`src/tcsg_pkg.sv`:
```
// Shared types and constants for the thick circle span generator.
`default_nettype none

package tcsg_pkg;

    // Input item kind carried on s_axis_tuser
    typedef enum logic {
        MODE_START = 1'b0,
        MODE_STEP  = 1'b1
    } mode_t;

    // Span counter within one row
    typedef logic [2:0] span_idx_t;
    localparam span_idx_t SPAN_IDX_FIRST = 3'd0;
    localparam span_idx_t SPAN_IDX_LAST  = 3'd7;

    // Result tuser bit positions
    localparam int OUT_USER_VERT = 0;
    localparam int OUT_USER_DONE = 1;
    localparam int OUT_USER_BITS = 2;

endpackage : tcsg_pkg

`default_nettype wire

```
`src/thick_circle_span_generator.sv`:
```
// Top level of the thick circle span generator: ring state, span sequencer, result register.
`default_nettype none

// Rasterizes a ring between an inner and an outer radius with two coupled
// midpoint-circle error terms. A start item (tuser = 0) loads center, radii
// and color and returns nothing. A step item (tuser = 1) returns the eight
// octant spans of the current row, one per cycle while m_axis_tready allows,
// the last one flagged by m_axis_tlast, then advances the row; once the ring is
// finished a step returns a single done item instead. The one-span-per-cycle
// sequencer sets the rate: the next item is taken in the cycle the last span
// of a step enters the result register, so steps run back to back while
// m_axis_tready stays high. An inner radius above the outer one is
// clamped to the outer radius; a span whose start exceeds its end draws
// nothing but is still returned.
module thick_circle_span_generator
    import tcsg_pkg::*;
#(
    parameter int COORD_BITS = 12,
    parameter int COLOR_BITS = 24,
    localparam int SPAN_BITS     = COORD_BITS + 2,
    localparam int RAD_BITS      = COORD_BITS - 1,
    localparam int IN_RAW_BITS   = 2 * COORD_BITS + 2 * RAD_BITS + COLOR_BITS,
    localparam int IN_DATA_BITS  = ((IN_RAW_BITS + 7) / 8) * 8,
    localparam int OUT_RAW_BITS  = 3 * SPAN_BITS + COLOR_BITS,
    localparam int OUT_DATA_BITS = ((OUT_RAW_BITS + 7) / 8) * 8
) (
    input  wire                     aclk,
    input  wire                     aresetn,
    // item in
    input  wire                     s_axis_tvalid,
    output logic                    s_axis_tready,
    // center_x, center_y, outer_radius, inner_radius, color, zero pad
    input  wire  [IN_DATA_BITS-1:0] s_axis_tdata,
    // mode
    input  wire  [0:0]              s_axis_tuser,
    // item out
    output logic                    m_axis_tvalid,
    input  wire                     m_axis_tready,
    // fixed_coord, span_start, span_end, span_color, zero pad
    output logic [OUT_DATA_BITS-1:0] m_axis_tdata,
    // span_vertical, done_res
    output logic [OUT_USER_BITS-1:0] m_axis_tuser,
    output logic                    m_axis_tlast
);

    localparam int CX_LO  = 0;
    localparam int CY_LO  = CX_LO + COORD_BITS;
    localparam int RO_LO  = CY_LO + COORD_BITS;
    localparam int RI_LO  = RO_LO + RAD_BITS;
    localparam int COL_LO = RI_LO + RAD_BITS;

    // ring state
    logic        [COORD_BITS-1:0] center_col_reg,  center_col_next;
    logic        [COORD_BITS-1:0] center_row_reg,  center_row_next;
    logic signed [COORD_BITS-1:0] outer_x_reg,     outer_x_next;
    logic        [COORD_BITS-1:0] inner_x_reg,     inner_x_next;
    logic        [COORD_BITS-1:0] inner_limit_reg, inner_limit_next;
    logic        [COORD_BITS-1:0] row_offset_reg,  row_offset_next;
    logic signed [SPAN_BITS-1:0]  outer_error_reg, outer_error_next;
    logic signed [SPAN_BITS-1:0]  inner_error_reg, inner_error_next;
    logic        [COLOR_BITS-1:0] ring_color_reg,  ring_color_next;

    // sequencer
    logic      job_active_reg, job_active_next;
    span_idx_t job_idx_reg,    job_idx_next;

    // result register
    logic                        out_valid_reg, out_valid_next;
    logic                        out_vert_reg,  out_vert_next;
    logic                        out_done_reg,  out_done_next;
    logic                        out_last_reg,  out_last_next;
    logic signed [SPAN_BITS-1:0] out_fixed_reg, out_fixed_next;
    logic signed [SPAN_BITS-1:0] out_start_reg, out_start_next;
    logic signed [SPAN_BITS-1:0] out_end_reg,   out_end_next;
    logic [COLOR_BITS-1:0]       out_color_reg, out_color_next;

    logic in_accept;
    logic out_load;
    logic ring_done;
    logic job_finish;
    mode_t in_mode;

    // start item fields
    logic [RAD_BITS-1:0] in_ro;
    logic [RAD_BITS-1:0] in_ri;
    logic [RAD_BITS-1:0] in_ri_sat;

    // row advance
    logic        [COORD_BITS-1:0] y_inc;
    logic signed [COORD_BITS-1:0] x0_dec;
    logic        [COORD_BITS-1:0] xi_dec;
    logic signed [SPAN_BITS-1:0]  y_inc_e;

    // span arithmetic operands
    logic signed [SPAN_BITS-1:0] cx_e, cy_e, x0_e, xi_e, y_e;
    logic signed [SPAN_BITS-1:0] span_fixed, span_start, span_end;

    assign in_mode   = mode_t'(s_axis_tuser[0]);
    assign in_accept = s_axis_tvalid && s_axis_tready;
    assign ring_done = $signed({outer_x_reg[COORD_BITS-1], outer_x_reg})
                       < $signed({1'b0, row_offset_reg});

    // sequencer hands one span to the result register when it is free
    assign out_load   = job_active_reg && (!out_valid_reg || m_axis_tready);
    assign job_finish = out_load && (ring_done || job_idx_reg == SPAN_IDX_LAST);
    assign s_axis_tready = !job_active_reg || job_finish;

    // start item decode, inner radius clamped to outer
    assign in_ro     = s_axis_tdata[RO_LO +: RAD_BITS];
    assign in_ri     = s_axis_tdata[RI_LO +: RAD_BITS];
    assign in_ri_sat = (in_ri > in_ro) ? in_ro : in_ri;

    // operands widened to span width
    assign cx_e    = $signed({2'b00, center_col_reg});
    assign cy_e    = $signed({2'b00, center_row_reg});
    assign x0_e    = SPAN_BITS'(outer_x_reg);
    assign xi_e    = $signed({2'b00, inner_x_reg});
    assign y_e     = $signed({2'b00, row_offset_reg});
    assign y_inc   = row_offset_reg + COORD_BITS'(1);
    assign y_inc_e = $signed({2'b00, y_inc});
    assign x0_dec  = outer_x_reg - COORD_BITS'(1);
    assign xi_dec  = inner_x_reg - COORD_BITS'(1);

    // octant span for the current counter value
    always_comb begin
        case (job_idx_reg)
            3'd0: begin
                span_fixed = cy_e + y_e;  span_start = cx_e + xi_e;  span_end = cx_e + x0_e;
            end
            3'd1: begin
                span_fixed = cx_e + y_e;  span_start = cy_e + xi_e;  span_end = cy_e + x0_e;
            end
            3'd2: begin
                span_fixed = cy_e + y_e;  span_start = cx_e - x0_e;  span_end = cx_e - xi_e;
            end
            3'd3: begin
                span_fixed = cx_e - y_e;  span_start = cy_e + xi_e;  span_end = cy_e + x0_e;
            end
            3'd4: begin
                span_fixed = cy_e - y_e;  span_start = cx_e - x0_e;  span_end = cx_e - xi_e;
            end
            3'd5: begin
                span_fixed = cx_e - y_e;  span_start = cy_e - x0_e;  span_end = cy_e - xi_e;
            end
            3'd6: begin
                span_fixed = cy_e - y_e;  span_start = cx_e + xi_e;  span_end = cx_e + x0_e;
            end
            3'd7: begin
                span_fixed = cx_e + y_e;  span_start = cy_e - x0_e;  span_end = cy_e - xi_e;
            end
            default: begin
                span_fixed = '0;  span_start = '0;  span_end = '0;
            end
        endcase
    end

    // ring state: start load wins over the row advance of a finishing step
    always_comb begin
        center_col_next  = center_col_reg;
        center_row_next  = center_row_reg;
        outer_x_next     = outer_x_reg;
        inner_x_next     = inner_x_reg;
        inner_limit_next = inner_limit_reg;
        row_offset_next  = row_offset_reg;
        outer_error_next = outer_error_reg;
        inner_error_next = inner_error_reg;
        ring_color_next  = ring_color_reg;

        if (in_accept && in_mode == MODE_START) begin
            center_col_next  = s_axis_tdata[CX_LO +: COORD_BITS];
            center_row_next  = s_axis_tdata[CY_LO +: COORD_BITS];
            outer_x_next     = $signed({1'b0, in_ro});
            inner_x_next     = {1'b0, in_ri_sat};
            inner_limit_next = {1'b0, in_ri_sat};
            row_offset_next  = '0;
            outer_error_next = $signed(SPAN_BITS'(1) - SPAN_BITS'(in_ro));
            inner_error_next = $signed(SPAN_BITS'(1) - SPAN_BITS'(in_ri_sat));
            ring_color_next  = s_axis_tdata[COL_LO +: COLOR_BITS];
        end else if (out_load && !ring_done && job_idx_reg == SPAN_IDX_LAST) begin
            row_offset_next = y_inc;
            // outer midpoint step
            if (outer_error_reg < 0) begin
                outer_error_next = outer_error_reg + {y_inc_e[SPAN_BITS-2:0], 1'b1};
            end else begin
                outer_x_next     = x0_dec;
                outer_error_next = outer_error_reg
                                   + ((y_inc_e - SPAN_BITS'(x0_dec) + SPAN_BITS'(1)) <<< 1);
            end
            // inner midpoint step; once the row passes the inner radius the inner edge tracks the row
            if (y_inc > inner_limit_reg) begin
                inner_x_next = y_inc;
            end else if (inner_error_reg < 0) begin
                inner_error_next = inner_error_reg + {y_inc_e[SPAN_BITS-2:0], 1'b1};
            end else begin
                inner_x_next     = xi_dec;
                inner_error_next = inner_error_reg
                                   + ((y_inc_e - $signed({2'b00, xi_dec}) + SPAN_BITS'(1)) <<< 1);
            end
        end
    end

    // sequencer
    always_comb begin
        job_active_next = job_active_reg;
        job_idx_next    = job_idx_reg;
        if (out_load) begin
            job_idx_next = job_idx_reg + 3'd1;
        end
        if (job_finish) begin
            job_active_next = 1'b0;
        end
        if (in_accept && in_mode == MODE_STEP) begin
            job_active_next = 1'b1;
            job_idx_next    = SPAN_IDX_FIRST;
        end
    end

    // result register
    always_comb begin
        out_valid_next = out_valid_reg;
        out_vert_next  = out_vert_reg;
        out_done_next  = out_done_reg;
        out_last_next  = out_last_reg;
        out_fixed_next = out_fixed_reg;
        out_start_next = out_start_reg;
        out_end_next   = out_end_reg;
        out_color_next = out_color_reg;
        if (out_valid_reg && m_axis_tready) begin
            out_valid_next = 1'b0;
        end
        if (out_load) begin
            out_valid_next = 1'b1;
            if (ring_done) begin
                out_vert_next  = 1'b0;
                out_done_next  = 1'b1;
                out_last_next  = 1'b1;
                out_fixed_next = '0;
                out_start_next = '0;
                out_end_next   = '0;
                out_color_next = '0;
            end else begin
                out_vert_next  = job_idx_reg[0];
                out_done_next  = 1'b0;
                out_last_next  = (job_idx_reg == SPAN_IDX_LAST);
                out_fixed_next = span_fixed;
                out_start_next = span_start;
                out_end_next   = span_end;
                out_color_next = ring_color_reg;
            end
        end
    end

    // control registers
    always_ff @(posedge aclk) begin
        if (!aresetn) begin
            job_active_reg  <= 1'b0;
            job_idx_reg     <= SPAN_IDX_FIRST;
            out_valid_reg   <= 1'b0;
            center_col_reg  <= '0;
            center_row_reg  <= '0;
            outer_x_reg     <= '0;
            inner_x_reg     <= '0;
            inner_limit_reg <= '0;
            row_offset_reg  <= '0;
            outer_error_reg <= '0;
            inner_error_reg <= '0;
            ring_color_reg  <= '0;
        end else begin
            job_active_reg  <= job_active_next;
            job_idx_reg     <= job_idx_next;
            out_valid_reg   <= out_valid_next;
            center_col_reg  <= center_col_next;
            center_row_reg  <= center_row_next;
            outer_x_reg     <= outer_x_next;
            inner_x_reg     <= inner_x_next;
            inner_limit_reg <= inner_limit_next;
            row_offset_reg  <= row_offset_next;
            outer_error_reg <= outer_error_next;
            inner_error_reg <= inner_error_next;
            ring_color_reg  <= ring_color_next;
        end
    end

    // result payload
    always_ff @(posedge aclk) begin
        out_vert_reg  <= out_vert_next;
        out_done_reg  <= out_done_next;
        out_last_reg  <= out_last_next;
        out_fixed_reg <= out_fixed_next;
        out_start_reg <= out_start_next;
        out_end_reg   <= out_end_next;
        out_color_reg <= out_color_next;
    end

    // ports
    assign m_axis_tvalid = out_valid_reg;
    assign m_axis_tlast  = out_last_reg;
    assign m_axis_tdata  = OUT_DATA_BITS'({out_color_reg, out_end_reg,
                                           out_start_reg, out_fixed_reg});
    always_comb begin
        m_axis_tuser                = '0;
        m_axis_tuser[OUT_USER_VERT] = out_vert_reg;
        m_axis_tuser[OUT_USER_DONE] = out_done_reg;
    end

    // checks
    a_ready_only_on_finish: assert property (@(posedge aclk) disable iff (!aresetn)
        (s_axis_tready && job_active_reg) |-> job_finish)
        else $error("input taken while a step is still emitting");

    a_job_continues: assert property (@(posedge aclk) disable iff (!aresetn)
        (out_load && !ring_done && job_idx_reg != SPAN_IDX_LAST) |=> job_active_reg)
        else $error("step ended before its last span");

    a_last_is_vertical: assert property (@(posedge aclk) disable iff (!aresetn)
        (m_axis_tvalid && m_axis_tlast && !out_done_reg) |-> out_vert_reg)
        else $error("last span of a row is not the vertical eighth span");

    a_done_is_last: assert property (@(posedge aclk) disable iff (!aresetn)
        (m_axis_tvalid && out_done_reg) |-> (m_axis_tlast && !out_vert_reg))
        else $error("done item without last flag");

    a_out_held: assert property (@(posedge aclk) disable iff (!aresetn)
        ($past(m_axis_tvalid) && !$past(m_axis_tready)) |-> !$past(out_load))
        else $error("result register overwritten while stalled");

endmodule : thick_circle_span_generator

`default_nettype wire

```
`config.mk`:
```
export PLATFORM = sky130hd
export DESIGN_NAME = thick_circle_span_generator
export DESIGN_NICKNAME = d
export VERILOG_FILES = /design/src/tcsg_pkg.sv /design/src/thick_circle_span_generator.sv
export SDC_FILE = /design/constraint.sdc
export NUM_CORES = 1
export LEC_CHECK = 0
export BUFFER_PORTS_ARGS = -buffer_cell sky130_fd_sc_hd__clkbuf_2
export CAP_MARGIN = 20
export CORE_MARGIN = 10
export CORE_UTILIZATION = 30
export DETAILED_ROUTE_END_ITERATION = 7
export MAX_ROUTING_LAYER = met4
export PLACE_DENSITY = 0.46
export SYNTH_ARGS = -nofsm -noshare
export SYNTH_HDL_FRONTEND = slang
export SYNTH_SLANG_ARGS = --single-unit
export TNS_END_PERCENT = 100
```
`constraint.sdc`:
```
create_clock -name aclk -period 10.1 [get_ports aclk]
set_input_delay 3.03 -clock aclk [delete_from_list [all_inputs] [get_ports aclk]]
set_output_delay 3.03 -clock aclk [all_outputs]
set_load 0.03 [all_outputs]
```
* Yosys cells after proc, flatten, opt, wreduce, memory -nomap -nowiden
Index checks and enable logic that the tools add are counted.
** Operators by class
- Equal/unequal tests :: 11
- Magnitude comparators :: 5
- Bitwise gates (word level) :: 3
- Add/sub/neg operators :: 26
- Muxes and demuxes :: 23
- Reductions and logical operators :: 33
** Operator list (count)
- case mux 14 bit (4 select lines) :: 3
- 2-to-1 mux 14 bit :: 7
- 2-to-1 mux 11 bit :: 6
- subtractor 12 x 12 -> 13 bit :: 5
- adder 12 x 12 -> 13 bit :: 4
- adder 13 x 12 -> 14 bit :: 2
- adder 14 x 13 -> 14 bit :: 2
- adder 14 bit :: 2
- less-than comparator 14 x 1 -> 1 bit (second input constant) :: 2
- subtractor 13 x 12 -> 14 bit :: 2
- adder 13 x 2 -> 13 bit (second input constant) :: 2
- 2-to-1 mux 12 bit :: 2
- subtractor 1 x 11 -> 12 bit (first input constant) :: 2
- OR reduction 2 bit :: 10
- less-than comparator 12 x 13 -> 1 bit :: 1
- subtractor 13 x 12 -> 13 bit :: 1
- adder 12 x 1 -> 12 bit (second input constant) :: 1
- equality test 3 bit (second input constant) :: 4
- > comparator 12 x 11 -> 1 bit :: 1
- subtractor 12 x 1 -> 12 bit (second input constant) :: 1
- subtractor 12 x 2 -> 12 bit (second input constant) :: 1
- > comparator 11 bit :: 1
- AND reduction 2 bit :: 5
- logical AND 1 bit :: 8
- 11 further kinds :: 26
** Word-level totals
- Flip-flop bits (word level) :: 197
- Logic and storage cells :: 122
- Input port bits :: 77

* Longest topological paths before layout
- Depth in word-level cells :: 9
- Depth in mapped cells :: 23
- Gate-level depth less buffers :: 23

* Worst setup path before layout
No wires, ideal clock.
- Kind :: input port to output port
- Start point :: input m_axis_tready
- End point :: output s_axis_tready
- Setup slack :: 3.186 ns
- Required time :: 7.070 ns
- Cell stages on the path :: 2
- Arrival :: 3.884 ns
- Buffers on the path :: 0
- Cells stage by stage :: nor2b_1 o21ai_0
** On the way
- Word-level cells in the longest chain between the ends :: 4
** Ends and longest elaborated chain
- start, declared :: line thick_circle_span_generator.sv:38 : input wire m_axis_tready,
- logical OR 1 bit :: line thick_circle_span_generator.sv:104 : assign out_load = job_active_reg && (!out_valid_reg || m_axis_tready);
- logical AND 1 bit :: line thick_circle_span_generator.sv:104
- logical AND 1 bit :: line thick_circle_span_generator.sv:105 : assign job_finish = out_load && (ring_done || job_idx_reg == SPAN_IDX_LAST);
- logical OR 1 bit :: line thick_circle_span_generator.sv:106 : assign s_axis_tready = !job_active_reg || job_finish;
- end, declared :: line thick_circle_span_generator.sv:31 : output logic s_axis_tready,
Every way passes these cells.

* Final worst setup path
- Start point :: input s_axis_tdata[25]
- End point :: register inner_error_reg[13]
** On the way
- Word-level cells in the longest chain between the ends :: 4
** Ends and longest elaborated chain
- start, declared :: line thick_circle_span_generator.sv:33 : input wire [IN_DATA_BITS-1:0] s_axis_tdata,
- > comparator 11 bit :: line thick_circle_span_generator.sv:111 : assign in_ri_sat = (in_ri > in_ro) ? in_ro : in_ri;
- 2-to-1 mux 11 bit * :: line thick_circle_span_generator.sv:111
- subtractor 1 x 11 -> 12 bit * :: line thick_circle_span_generator.sv:177 : inner_error_next = $signed(SPAN_BITS'(1) - SPAN_BITS'(in_ri_sat));
- 2-to-1 mux 14 bit * :: line thick_circle_span_generator.sv:169 : if (in_accept && in_mode == MODE_START) begin
- end signal, assigned :: line thick_circle_span_generator.sv:279 : inner_error_reg <= inner_error_next;
- end, declared :: line thick_circle_span_generator.sv:60 : logic signed [SPAN_BITS-1:0] inner_error_reg, inner_error_next;
Mark *: on every way between the ends. The rest lies on a longest branch, timed or not.
A chain may end at the register's enable or synchronous reset.

==> results_dict.tcl <==
set metrics [dict create \
    grt_pass1_vias 15746 \
    regArea_sq_mm 0.00463 \
    required_ns 10.49 \
    wl_mm 62.8 \
    fp.dieH_um 264 \
    fin_crit_ns 6.98 \
    die-area_sq_mm 0.0695 \
    setup_ws_ns 3.12 \
    drt_iter0_drc 1020 \
    path_clk_slew_ns 0.08 \
    grt_max_degree 74 \
    dr.pass1.iters 5 \
    clock_skew_ns 0.0259 \
    fmax_mhz 143 \
    yosys-top-cells-area "ha_1 (17%), dfxtp_1 (14%), edfxtp_1 (12%)" \
    ir_worst_vdd_mv 0.133 \
    finalHoldViolations 0 \
    ys.flop_type "dfxtp_1" \
    setup_violations 0 \
    fin_crit_sh_pct 69.1 \
    core_sq_mm 0.0589 \
    worst-path-buf-inv 3 \
    hold_path_class "flop to flop" \
    clock_sinks 197 \
    clockRootBuffer "clkbuf_16" \
    syn_area_sq_mm 0.0178 \
    crit_chain "clkbuf_2 -> inv_1 -> ha_1 -> nor2b_1 -> o21ai_0 -> a21oi_1 -> a2111oi_0 -> o31ai_4 -> buf_4 -> mux2i_1 -> ha_1 -> nand2b_1 -> or3b_2 -> nor2_1 -> mux2_2 -> a21oi_1 -> o41a_1" \
    final_util_pct 34.0 \
    syn-mean-instance-area_sq_um 8.20 \
    tns_ns 0 \
    worst_slew_pin_slew_ns 1.12 \
    syn_inst 2171 \
    ctsHtreeMaxLevel 4 \
    drcViolationCount 0 \
    whs_path_depth 2 \
    ys.warnings.count 0 \
    chipWidth_um 264 \
    clock_path_buffers 2 \
    clk-insertion-delay-late_ns 0.51 \
    startpoint_type "input port" \
    yosysTopAreaCell "ha_1" \
    synth_edf_count 69 \
    yosysSeqAreaShare_pct 26.0 \
    async_flop_share_pct 0 \
    vias_per_cell 5.27 \
    cp_top_family "compound AO/OA/AOI/OAI gates" \
    antenna_found_initial 0 \
    wl_per_cell_um 20.4 \
    synth_top_area_share_pct 16.7 \
    multi_input_area_sq_mm 0.0124 \
    grt_use_total_pct 18.0 \
    grt_first_pass_wirelength_mm 94.6 \
    status "complete, no violations" \
    post_cts_buffers 0 \
    relSlewSlack_pct 25.6 \
    io_buffers 145 \
    crit_path_top_delay_cell "a2111oi_0" \
    cts_hold_buf 0 \
    diodes 0 \
    report.final.slew_viol_count 0 \
    nFillCells 6219 \
    cts_tree "yes" \
    start_util_pct 30.2 \
    placed_area_sq_mm 0.0194 \
    pre_cts_ws_ns 2.59 \
    area_delta_synth_final_pct 12.6 \
    rsz0062_at_grt "no" \
    vias 16185 \
    critPathMaxStageDelay_ns 0.88 \
    p_per_area_mw_per_mm2 130 \
    ys_ff_latch 197 \
    synth.distinct_cells 77 \
    numCtsBuffers 17 \
    criticalPathCategory "input port to flop" \
    gp_congestion 0.901 \
    power_mw 2.60 \
    worst_setup_path_end_kind "flop" \
    dpl.hpwl_mm 48.5 \
    path_depth 17 \
    overflow 0 \
    p_leak_nw 8.53 \
    ctsResizeCount 0 \
    io_pins 154 \
    maxCapViolCount 0 \
    final_design_area_no_fill_sq_mm 0.0200 \
    rows 89 \
    final_layout_size_suffix_gt1_share_pct 11.4 \
    crit_fanout 24 \
    drtAntennaViolNets 0 \
    rr_worst_depth 22 \
    synth_common_cells "nand2_1 (270), ha_1 (237), a21oi_1 (208)" \
    finalNetCount 2614 \
    crit_arrival_ns 7.37 \
    post-synth-top-count-cell "nand2_1" \
]
==> final cells by class <==
class	count	share of cell area, %
clock buffers	18	2.14
clock inverters	14	0.899
inverters	123	2.30
multi-input cells	1773	62.0
flip-flops and latches	197	23.1
well taps	773	4.83
repair buffers	174	4.71
==> power breakdown <==
group | switching [mW] | total [mW] | internal (mW) | leakage (nW)
sequential | 0.0522 | 0.923 | 0.871 | 1.72
combinational | 0.584 | 0.956 | 0.372 | 6.51
clock | 0.384 | 0.722 | 0.337 | 0.293
==> worst reg2reg max path, delay by kind of cell, from the launching register on <==
kind / cells / cell delay [ns]
xor gates and xnor gates: 2 / 0.41
and+or+nand+nor: 4 / 0.42
DFF: 1 / 0.68
buffers and inverters: 3 / 0.32
adders and majority gates: 5 / 1.69
AOI/OAI and AO/OA: 8 / 1.69
==> cells by family after synthesis <==
logic type | Yosys count | synth area share (%)
and+or+nand+nor | 701 | 17.9
AOI/OAI and AO/OA | 588 | 21.3
adders and majority gates | 251 | 18.2
buffers and inverters | 206 | 4.65
DFF | 197 | 26.0
xor gates and xnor gates | 177 | 8.91
muxes | 50 | 2.99
other | 1 | 0.0211
==> through the flow <==
step | hold slack [ns] | cells
2_1_floorplan | 0.432 | 2176
3_3_place_gp | 0.437 | 3040
3_5_place_dp | 0.443 | 3040
4_1_cts | 0.454 | 3072
5_1_grt | 0.470 | 3072
6_report | 0.452 | 3072
==> metal layers <==
| layer | routed length (um) | GRT usage, % | part of all wire [%] | up-vias |
|---|---|---|---|---|
| met3 | 2780 | 2.61 | 4.4 | 76 |
| met1 | 30200 | 23.5 | 48 | 7651 |
| li1 | - | - | - | 8029 |
| met5 | 0 | - | 0 | - |
| met2 | 27700 | 27.5 | 44 | 429 |
| met4 | 2200 | 7.36 | 3.5 | 0 |
==> cells in the final DEF (no fill, tap or decap), types with 21 or more instances in the layout <==
cell / instances
nand2_1: 270
nor3_1: 66
clkbuf_2: 145
and2_1: 30
o21ai_0: 87
ha_1: 237
nor2_1: 169
nor2b_1: 21
a21oi_1: 207
xor2_1: 39
nand3_1: 55
edfxtp_1: 69
a211oi_1: 48
a21o_1: 42
o211ai_1: 28
inv_1: 119
xnor2_1: 133
or3_1: 25
mux2i_1: 24
dfxtp_1: 128
buf_4: 29
mux2_2: 26
==> worst paths after layout <==
path | from | endpoint | slack [ns]
worst min register to register | ring_color_reg[6]$_SDFFE_PN0P_ | ring_color_reg[6]$_SDFFE_PN0P_ | 0.45
worst max register to register | row_offset_reg[0]$_SDFFE_PP0P_ | inner_error_reg[13]$_SDFFE_PN0P_ | 4.77
worst min-delay path | ring_color_reg[6]$_SDFFE_PN0P_ | ring_color_reg[6]$_SDFFE_PN0P_ | 0.45
worst max-delay path | s_axis_tdata[25] | inner_error_reg[13]$_SDFFE_PN0P_ | 3.12
(Power assumes the default switching activity.)
